### config.mk
export PLATFORM = sky130hd
export DESIGN_NAME = clock_page_replacement
export DESIGN_NICKNAME = d
export VERILOG_FILES = /design/src/rtl/cpr_pkg.sv /design/src/rtl/clock_page_replacement.sv /design/src/rtl/cpr_ctrl.sv /design/src/rtl/cpr_datapath.sv
export SDC_FILE = /design/constraint.sdc
export NUM_CORES = 1
export LEC_CHECK = 0
export ABC_AREA = 1
export BUFFER_PORTS_ARGS = -buffer_cell sky130_fd_sc_hd__buf_2
export CORE_ASPECT_RATIO = 1.4
export CORE_MARGIN = 2
export CORE_UTILIZATION = 35
export DETAILED_ROUTE_END_ITERATION = 8
export SLEW_MARGIN = 15
export SYNTH_ARGS = -nofsm -noshare
export SYNTH_HDL_FRONTEND = slang
export SYNTH_HIERARCHICAL = 1
export SYNTH_SLANG_ARGS = --single-unit
export TNS_END_PERCENT = 10
### constraint.sdc
create_clock -name clk -period 5.3 [get_ports clk]
set_input_delay 1.59 -clock clk [delete_from_list [all_inputs] [get_ports clk]]
set_output_delay 1.59 -clock clk [all_outputs]
set_load 0.03 [all_outputs]
### src/rtl/cpr_pkg.sv
// Shared types and constants for the clock page replacement block.
`default_nettype none

package cpr_pkg;

  // Widths of the fixed result fields.
  localparam int PAGE_W = 16;
  localparam int SLOT_W = 3;

  // Commands from the controller to the datapath.
  typedef struct packed {
    logic load_page;   // capture the page of an accepted transfer, restart the scan
    logic scan_issue;  // read the tag store at the scan counter
    logic ev_issue;    // read the tag store at the clock hand
    logic hit_done;    // record a hit on the frame just compared
    logic sweep_step;  // clear the use bit under the hand and advance the hand
    logic place;       // put the page in the frame under the hand
    logic evict;       // with place: the frame held a resident page
    logic load_out;    // move the finished result to the output register
  } cmd_t;

  // Status from the datapath to the controller.
  typedef struct packed {
    logic cnt_end;     // every frame has had its tag read
    logic hit;         // the tag just read matches a valid frame
    logic scan_miss;   // the last frame has been compared without a match
    logic hand_valid;  // frame under the hand is valid
    logic hand_use;    // frame under the hand has its use bit set
    logic out_free;    // the output register can take a result this cycle
  } sts_t;

endpackage

`default_nettype wire

### src/rtl/clock_page_replacement.sv
// A hit ends the scan at the matching frame; a miss scans all FRAMES tags through the one
// read port, then sweeps one frame per cycle. One item at a time: the next input transfer
// can be taken in the cycle after the result is loaded. A waiting result does not block the
// next input transfer. Reset clears the valid and use bits, the hand and the control state;
// tags are not cleared.
`default_nettype none

module clock_page_replacement #(
  parameter int FRAMES    = 8,
  parameter int PAGE_BITS = 16
) (
  input  wire                         clk,
  input  wire                         rst,
  input  wire                         in_valid,
  output logic                        in_ready,
  input  wire [cpr_pkg::PAGE_W-1:0]   page_number,
  output logic                        out_valid,
  input  wire                         out_ready,
  output logic                        fault,
  output logic [cpr_pkg::SLOT_W-1:0]  frame_index,
  output logic                        evicted_valid,
  output logic [cpr_pkg::PAGE_W-1:0]  evicted_page
);

  cpr_pkg::cmd_t cmd;
  cpr_pkg::sts_t sts;

  cpr_ctrl u_ctrl (
    .clk      (clk),
    .rst      (rst),
    .in_valid (in_valid),
    .in_ready (in_ready),
    .sts      (sts),
    .cmd      (cmd)
  );

  cpr_datapath #(
    .FRAMES    (FRAMES),
    .PAGE_BITS (PAGE_BITS)
  ) u_datapath (
    .clk           (clk),
    .rst           (rst),
    .cmd           (cmd),
    .sts           (sts),
    .page_number   (page_number),
    .out_valid     (out_valid),
    .out_ready     (out_ready),
    .fault         (fault),
    .frame_index   (frame_index),
    .evicted_valid (evicted_valid),
    .evicted_page  (evicted_page)
  );

endmodule

`default_nettype wire

### src/rtl/cpr_ctrl.sv
// Controller state machine for the clock page replacement block.
`default_nettype none

module cpr_ctrl (
  input  wire              clk,
  input  wire              rst,
  input  wire              in_valid,
  output logic             in_ready,
  input  cpr_pkg::sts_t    sts,
  output cpr_pkg::cmd_t    cmd
);

  localparam logic [2:0] S_IDLE  = 3'd0;
  localparam logic [2:0] S_SCAN  = 3'd1;
  localparam logic [2:0] S_SWEEP = 3'd2;
  localparam logic [2:0] S_EVICT = 3'd3;
  localparam logic [2:0] S_DONE  = 3'd4;

  logic [2:0] state;
  logic [2:0] state_next;

  always_ff @(posedge clk) begin
    if (rst) begin
      state <= S_IDLE;
    end else begin
      state <= state_next;
    end
  end

  always_comb begin
    state_next = state;
    cmd        = '0;
    in_ready   = 1'b0;
    unique case (state)
      S_IDLE: begin
        in_ready = 1'b1;
        if (in_valid) begin
          cmd.load_page = 1'b1;
          state_next    = S_SCAN;
        end
      end
      S_SCAN: begin
        // Reads run one frame ahead of the compare.
        cmd.scan_issue = !sts.cnt_end;
        if (sts.hit) begin
          cmd.hit_done = 1'b1;
          state_next   = S_DONE;
        end else if (sts.scan_miss) begin
          state_next = S_SWEEP;
        end
      end
      S_SWEEP: begin
        if (!sts.hand_valid) begin
          cmd.place  = 1'b1;
          state_next = S_DONE;
        end else if (sts.hand_use) begin
          cmd.sweep_step = 1'b1;
        end else begin
          cmd.ev_issue = 1'b1;
          state_next   = S_EVICT;
        end
      end
      S_EVICT: begin
        cmd.place  = 1'b1;
        cmd.evict  = 1'b1;
        state_next = S_DONE;
      end
      S_DONE: begin
        if (sts.out_free) begin
          cmd.load_out = 1'b1;
          state_next   = S_IDLE;
        end
      end
      default: begin
        state_next = S_IDLE;
      end
    endcase
  end

endmodule

`default_nettype wire

### src/rtl/cpr_datapath.sv
// Datapath of the clock page replacement block: tag store, frame bits, hand, result registers.
`default_nettype none

module cpr_datapath #(
  parameter int FRAMES    = 8,
  parameter int PAGE_BITS = 16
) (
  input  wire                           clk,
  input  wire                           rst,
  input  cpr_pkg::cmd_t                 cmd,
  output cpr_pkg::sts_t                 sts,
  input  wire [cpr_pkg::PAGE_W-1:0]     page_number,
  output logic                          out_valid,
  input  wire                           out_ready,
  output logic                          fault,
  output logic [cpr_pkg::SLOT_W-1:0]    frame_index,
  output logic                          evicted_valid,
  output logic [cpr_pkg::PAGE_W-1:0]    evicted_page
);

  localparam int IDX_W = $clog2(FRAMES);

  logic [PAGE_BITS-1:0] tags [FRAMES];
  logic [PAGE_BITS-1:0] rdata;
  logic [PAGE_BITS-1:0] page;
  logic [IDX_W:0]       cnt;
  logic [IDX_W-1:0]     rd_idx;
  logic                 rd_live;
  logic [IDX_W-1:0]     hand;
  logic [IDX_W-1:0]     hand_next;
  logic [IDX_W-1:0]     rd_addr;
  logic [FRAMES-1:0]    valid_bits;
  logic [FRAMES-1:0]    use_bits;
  logic                 hit;

  logic                 res_fault;
  logic [IDX_W-1:0]     res_slot;
  logic                 res_ev_valid;
  logic [PAGE_BITS-1:0] res_ev_page;

  logic [PAGE_BITS+cpr_pkg::PAGE_W-1:0] page_ext;
  logic [PAGE_BITS+cpr_pkg::PAGE_W-1:0] ev_ext;
  logic [IDX_W+cpr_pkg::SLOT_W-1:0]     slot_ext;

  assign page_ext  = {{PAGE_BITS{1'b0}}, page_number};
  assign ev_ext    = {{cpr_pkg::PAGE_W{1'b0}}, res_ev_page};
  assign slot_ext  = {{cpr_pkg::SLOT_W{1'b0}}, res_slot};
  assign hand_next = (hand == IDX_W'(FRAMES - 1)) ? '0 : hand + 1'b1;
  assign rd_addr   = cmd.ev_issue ? hand : cnt[IDX_W-1:0];
  assign hit       = rd_live && valid_bits[rd_idx] && (rdata == page);

  always_comb begin
    sts            = '0;
    sts.cnt_end    = (cnt == (IDX_W + 1)'(FRAMES));
    sts.hit        = hit;
    sts.scan_miss  = rd_live && (rd_idx == IDX_W'(FRAMES - 1)) && !hit;
    sts.hand_valid = valid_bits[hand];
    sts.hand_use   = use_bits[hand];
    sts.out_free   = !out_valid || out_ready;
  end

  // Tag store: one write and one registered read per cycle.
  always_ff @(posedge clk) begin
    if (cmd.place) begin
      tags[hand] <= page;
    end
    if (cmd.scan_issue || cmd.ev_issue) begin
      rdata <= tags[rd_addr];
    end
  end

  always_ff @(posedge clk) begin
    if (rst) begin
      valid_bits <= '0;
      use_bits   <= '0;
      hand       <= '0;
      rd_live    <= 1'b0;
      out_valid  <= 1'b0;
    end else begin
      rd_live <= cmd.scan_issue;
      if (cmd.hit_done) begin
        use_bits[rd_idx] <= 1'b1;
      end
      if (cmd.sweep_step) begin
        use_bits[hand] <= 1'b0;
        hand           <= hand_next;
      end
      if (cmd.place) begin
        valid_bits[hand] <= 1'b1;
        use_bits[hand]   <= 1'b1;
        hand             <= hand_next;
      end
      if (cmd.load_out) begin
        out_valid <= 1'b1;
      end else if (out_ready) begin
        out_valid <= 1'b0;
      end
    end
  end

  always_ff @(posedge clk) begin
    if (cmd.load_page) begin
      page <= page_ext[PAGE_BITS-1:0];
      cnt  <= '0;
    end else if (cmd.scan_issue) begin
      cnt <= cnt + 1'b1;
    end
    if (cmd.scan_issue) begin
      rd_idx <= cnt[IDX_W-1:0];
    end
    if (cmd.hit_done) begin
      res_fault    <= 1'b0;
      res_slot     <= rd_idx;
      res_ev_valid <= 1'b0;
      res_ev_page  <= '0;
    end else if (cmd.place) begin
      res_fault    <= 1'b1;
      res_slot     <= hand;
      res_ev_valid <= cmd.evict;
      res_ev_page  <= cmd.evict ? rdata : '0;
    end
    if (cmd.load_out) begin
      fault         <= res_fault;
      frame_index   <= slot_ext[cpr_pkg::SLOT_W-1:0];
      evicted_valid <= res_ev_valid;
      evicted_page  <= ev_ext[cpr_pkg::PAGE_W-1:0];
    end
  end

`ifndef NO_ASSERTIONS
  // A placed frame is valid and marked used afterwards.
  assert property (@(posedge clk) disable iff (rst)
    cmd.place |=> valid_bits[$past(hand)] && use_bits[$past(hand)])
    else $error("placed frame not valid and used");

  // The hand moves only when the sweep steps or a page is placed.
  assert property (@(posedge clk) disable iff (rst)
    !cmd.place && !cmd.sweep_step |=> $stable(hand))
    else $error("clock hand moved without a sweep step or placement");

  // A sweep step gives the frame its second chance by clearing its use bit.
  assert property (@(posedge clk) disable iff (rst)
    cmd.sweep_step |=> !use_bits[$past(hand)])
    else $error("sweep step left the use bit set");

  // Eviction only ever reads a frame that is valid and not recently used.
  assert property (@(posedge clk) disable iff (rst)
    cmd.ev_issue |-> valid_bits[hand] && !use_bits[hand])
    else $error("eviction chosen on an empty or used frame");
`endif

endmodule

`default_nettype wire
; ---- Word-level counts from Yosys, hierarchy flattened
; Memories as Yosys holds them, arrays and structs flattened. A register that Yosys moved wholly into a read port is not among the register bits.
; Cells that the tools add are included.
; W data, S select, Z words.
[totals]
out_inout_bits = 23
in_bits = 20
mem_count = 1
mem_bits_rw = 128
register_bits = 89
[op_classes]
bitwise_logic = 5
muxes = 50
n_reduce_logical = 16
n_addsub = 2
eq_ne = 12
magnitude_cmp = 4
[memory_table]
columns = name, depth, width, read_ports, rd_ports_with_merged_regs, wr, line
row1 = u_datapath.tags, 8, 16, 1, 1, 1, cpr_datapath.sv:23  ; logic [PAGE_BITS-1:0] tags [FRAMES];
[ops]
columns = cell, n
row1 = $mux W8, 5
row2 = $mux W3, 12
row3 = $mux W1, 25
row4 = $or A8 B8 Y8, 3
row5 = $eq A16 B16 Y1, 1
row6 = $mux W16, 1
row7 = $pmux W3 S5, 1
row8 = $bmux W1 S3, 3
row9 = $eq A3 B3 Y1 const B, 3
row10 = $and A8 B8 Y8, 1
row11 = $lt A3 B4 Y1 const B, 2
row12 = $not A8 Y8, 1
row13 = $demux W1 S3, 2
row14 = $eq A3 B2 Y1 const B, 2
row15 = $ge A3 B1 Y1 const B, 2
row16 = $logic_and A1 B1 Y1, 6
row17 = $reduce_bool A2 Y1, 3
row18 = $add A4 B1 Y4 const B, 1
row19 = $eq A4 B4 Y1 const B, 1
row20 = $ne A2 B2 Y1 const B, 2
row21 = $reduce_and A4 Y1, 1
row22 = $add A3 B1 Y3 const B, 1
row23 = $eq A3 B1 Y1 const B, 1
row24 = $logic_not A1 Y1, 3
row25 = other kinds (5), 6

; ---- Depth between registers and ports, before layout
[depth]
word_depth = 13
depth_mapped = 17

; ---- Modules after synthesis
; The synthesis kept the hierarchy.
[modules_own_cells]
columns = mod, seq_area_each_um2, area_per_inst_um2, n_inst, cells_per_inst
row1 = cpr_datapath, 6476.2, 9719.3, 1, 966
row2 = cpr_ctrl, 60.1, 306.5, 1, 54

; ---- Worst setup path after synthesis
; No wires, ideal clock.
[synth_path]
path_kind = input port to flip-flop
start = in out_ready
end = reg u_datapath/evicted_page[0] (netlist name) (enable)
t_required_ns = 4.844
stages = 4
path_slack_ns = 1.009
arrival_ns = 3.835
cell_sequence = inv_1 -> nand2_1 -> inv_1 -> nor4_1
[synth_rtl]
columns = element, line
row1 = from (decl), clock_page_replacement.sv:18  ; input wire out_ready,
row2 = to (signal assigned), cpr_datapath.sv:126  ; evicted_page <= ev_ext[cpr_pkg::PAGE_W-1:0];
row3 = to (decl), cpr_datapath.sv:18  ; output logic [cpr_pkg::PAGE_W-1:0] evicted_page

==> summary.md <==
| Metric | Value |
|---|---|
| Remaining DRCs | 0 |
| Row Count | 73 |
| Seq/Total Area, Yosys | 65.2% |
| Die height | 204 µm |
| Synthesized flop and latch total | 233 |
| Crit-path max FO | 33 |
| Area leader, netlist | edfxtp_1 |
| H-Tree Level Count | 1 |
| Period utilisation layout | 70.8% |
| Maximum VDD drop | 0.000225 V |
| Worst Tran Pin Value | 1.20 ns |
| Startpoint Class | register |
| Clock Power Share | 28.0% |
| # setup viols final | 0 |
| Synth Area in Simple Gates | 17.7% |
| Routed Antenna Nets | 0 |
| CTS Buf Count | 22 |
| Worst path max stage delay | 0.66 ns |
| Internal | 3.66 mW |
| Setup bufs post-CTS | 0 |
| Grt total ovfl | 0 |
| Syn_area_per_cell | 9.83 µm² |
| Worst-path clk slew | 0.07 ns |
| Synth warn | 6 |
| Mapped Cells | 1020 |
| Ys async rst share | 0% |
| Worst skew pair latency | 0.53 ns |
| Flop pwr share | 46.6% |
| Via/cell ratio | 4.57 |
| Synth Area in XOR/XNOR | 0.262% |
| CTS Buffer Depth | 3 |
| Initial Util | 35.4% |
| Routed wire length | 21900 µm |
| Skew final | 0.0198 ns |
| Max_cap viols | 0 |
| Hpwl dp | 14300 µm |
| Net Sw Frac | 33.8% |
| Syn nets | 1044 |
| CTS tree | done |
| Relative slew slack | 19.7% |
| Post-Synth Adder-Cell Area | 0.499% |
| Post-synth top area share | 56.0% |
| Synth Area in Compound Gates | 5.84% |
| Largest family of logic cells by synthesized area | simple AND/OR/NAND/NOR gates |
| Root Buffer | clkbuf_16 |
| First-pass GRT wire length | 34600 µm |
| Full die area | 30000 µm² |
| GRT Total Usage | 14.7% |
| Synthesized area | 10000 µm² |
| Outcome | finished clean |
| Largest cells by area after synthesis | edfxtp_1 (56%), dfxtp_1 (9.2%), nand2_1 (9.1%) |
| Boundary Pins | 43 |
| Post-synthesis cell type count | 32 |
| Post-synth EDFFs | 187 |
| Max Clock Freq | 0.266 GHz |
| DR WL/cell | 15.1 µm |
| Core Area | 28300 µm² |
| Pin count of the biggest net entering global routing | 81 |
| Comb power frac | 25.4% |
| CP cell instances | inv_1 > nand3_1 > o22ai_1 > nor3_1 > nand2_1 > nand3_1 > nor2_1 > nand2_1 > o21ai_2 > buf_4 > inv_2 > nand3_1 > o21ai_1 > nand2_1 > o21ai_1 |
| Dominant synthesized flop cell | edfxtp_1 |
| Fin nets | 1090 |
| Period minus WS final | 3.75 ns |
| Area Growth Syn to Fin | 13.0% |
| DR pass1 iterations | 5 |
| Crit. End Element | register |
| Lkg Pwr | 4.73 nW |
| Worst Path Required | 5.56 ns |
| Hold path startpoint | u_datapath/res_slot[0] |
| Fin Setup TNS | 0 ns |
| # diodes | 0 |
| Crit Path Category | register to register |
| Initial antenna violation count | 0 |
| # hold bufs at CTS | 0 |
| Share of cells above drive strength 1 | 11.5% |
| Critical Path Start | u_datapath/hand[2] |
| RR Startpoint | u_datapath/hand[2] |
| CTS sink count | 233 |
| CP arrival | 4.01 ns |
| GPL Wtd Cong | 0.979 |
| Post-CTS resize count | 0 |
| Final Power | 5.53 mW |
| Fin. Hold Viols | 0 |
| Crit-path slowest cell | nor2_1 |
| Final Max Tran Viols | 0 |
| I/O Buffers | 42 |
| DR iter-0 viols | 472 |
| Pwr dens | 488 nW/µm² |
| Die W | 147 µm |
| Vias in the first global route | 6467 |
| Multiplexer share of the synthesized area | 0% |
| RSZ-0062 raised after global routing | false |
| Hold WC Path Type | register to register |
| Via count | 6651 |
| NetSw | 1.87 mW |
-- critical path: cells and delay by family (launching register included) --
family	cells	cell delay, ns
buf+inv	3	1.00
flops	1	0.38
compound gates	4	0.47
simple gates	8	1.62
-- kinds of logic after synthesis --
logic type / Yosys count
and+or+nand+nor: 424
buffers and inverters: 251
DFF: 233
AOI/OAI and AO/OA: 105
adders and majority gates: 4
xor gates and xnor gates: 3
-- Yosys cell counts (4+ instances only) --
cell      instances
a211oi_1          4
a21oi_1          25
buf_2             9
buf_6            12
clkbuf_1          9
dfxtp_1          46
edfxtp_1        187
ha_1              4
inv_1           211
inv_2             8
nand2_1         242
nand3_1          84
nand4_1           7
nor2_1           69
nor2_2            4
nor3_1            6
o21ai_0          31
o21ai_1          30
o21ai_2           6
o22ai_1           4
-- routing by layer --
metal | GRT usage [%] | up-vias | wire (µm)
met2 | 26.9 | 175 | 11400
met4 | 6.77 | 0 | 795
met3 | 1.67 | 52 | 964
met1 | 17.3 | 3072 | 8770
li1 | - | 3352 | -
met5 | 0 | - | 0
-- power by group through the flow --
| stage | Clock [mW] | Combinational, mW | Sequential, mW |
|---|---|---|---|
| global route | 1.65 | 1.60 | 2.61 |
| global placement | 0 | 1.39 | 2.61 |
| floorplan | 0 | 1.09 | 2.54 |
| detailed placement | 0 | 1.41 | 2.61 |
| CTS | 1.59 | 1.42 | 2.58 |
| finish | 1.55 | 1.40 | 2.57 |
-- cells in the final DEF (no fill, tap or decap), drive strengths merged, types with 3 or more instances in the layout --
master and instances:
nor2 73, inv 219, nand4 7, nand2 244
o22ai 4, nand3 87, ha 4, nor3 6
xnor2 3, edfxtp 187, clkbuf 27, dfxtp 46
buf 54, o21ai 68, a211oi 4, clkinv 10
a21oi 25
-- through the flow --
| stage | cell area (µm²) | setup slack (ns) | utilization [%] | hold WS (ns) | cells |
|---|---|---|---|---|---|
| global placement | 10600 | 1.69 | 37.4 | 0.404 | 1417 |
| detailed placement | 10600 | 1.61 | 37.4 | 0.405 | 1417 |
| finish | 11300 | 1.55 | 40.0 | 0.423 | 1456 |
| CTS | 11300 | 1.61 | 40.0 | 0.424 | 1456 |
| global route | 11300 | 1.19 | 40.0 | 0.447 | 1456 |
| floorplan | 10000 | 1.01 | - | 0.400 | 1020 |
-- worst paths after layout --
kind	endpoint	slack, ns	depth (start not counted)
max	u_datapath/rdata[8]	1.55	15
min	u_datapath/frame_index[0]	0.42	0
max reg2reg	u_datapath/rdata[8]	1.55	15
min reg2reg	u_datapath/frame_index[0]	0.42	0
-- layout make-up --
type	instances	area, µm²
clock buffers	27	622
repair buffers	54	300
inverters	219	822
clock inverters	12	93.8
multi-input cells	536	2480
flip-flops and latches	233	6540
fillers	2795	17000
well taps	375	469
-- state kept, by name, indices dropped and copies added, names as in the netlist, 3 cells and up --
signal,count
u_datapath/res_slot,3
u_datapath/rdata,16
u_datapath/evicted_page,16
u_datapath/tags,128
u_datapath/page,16
u_datapath/cnt,4
u_datapath/use_bits,8
u_datapath/res_ev_page,16
u_datapath/valid_bits,8
u_ctrl/state,3
u_datapath/hand,3
u_datapath/frame_index,3
u_datapath/rd_idx,3
No activity file was read; power rests on OpenSTA's default activity.
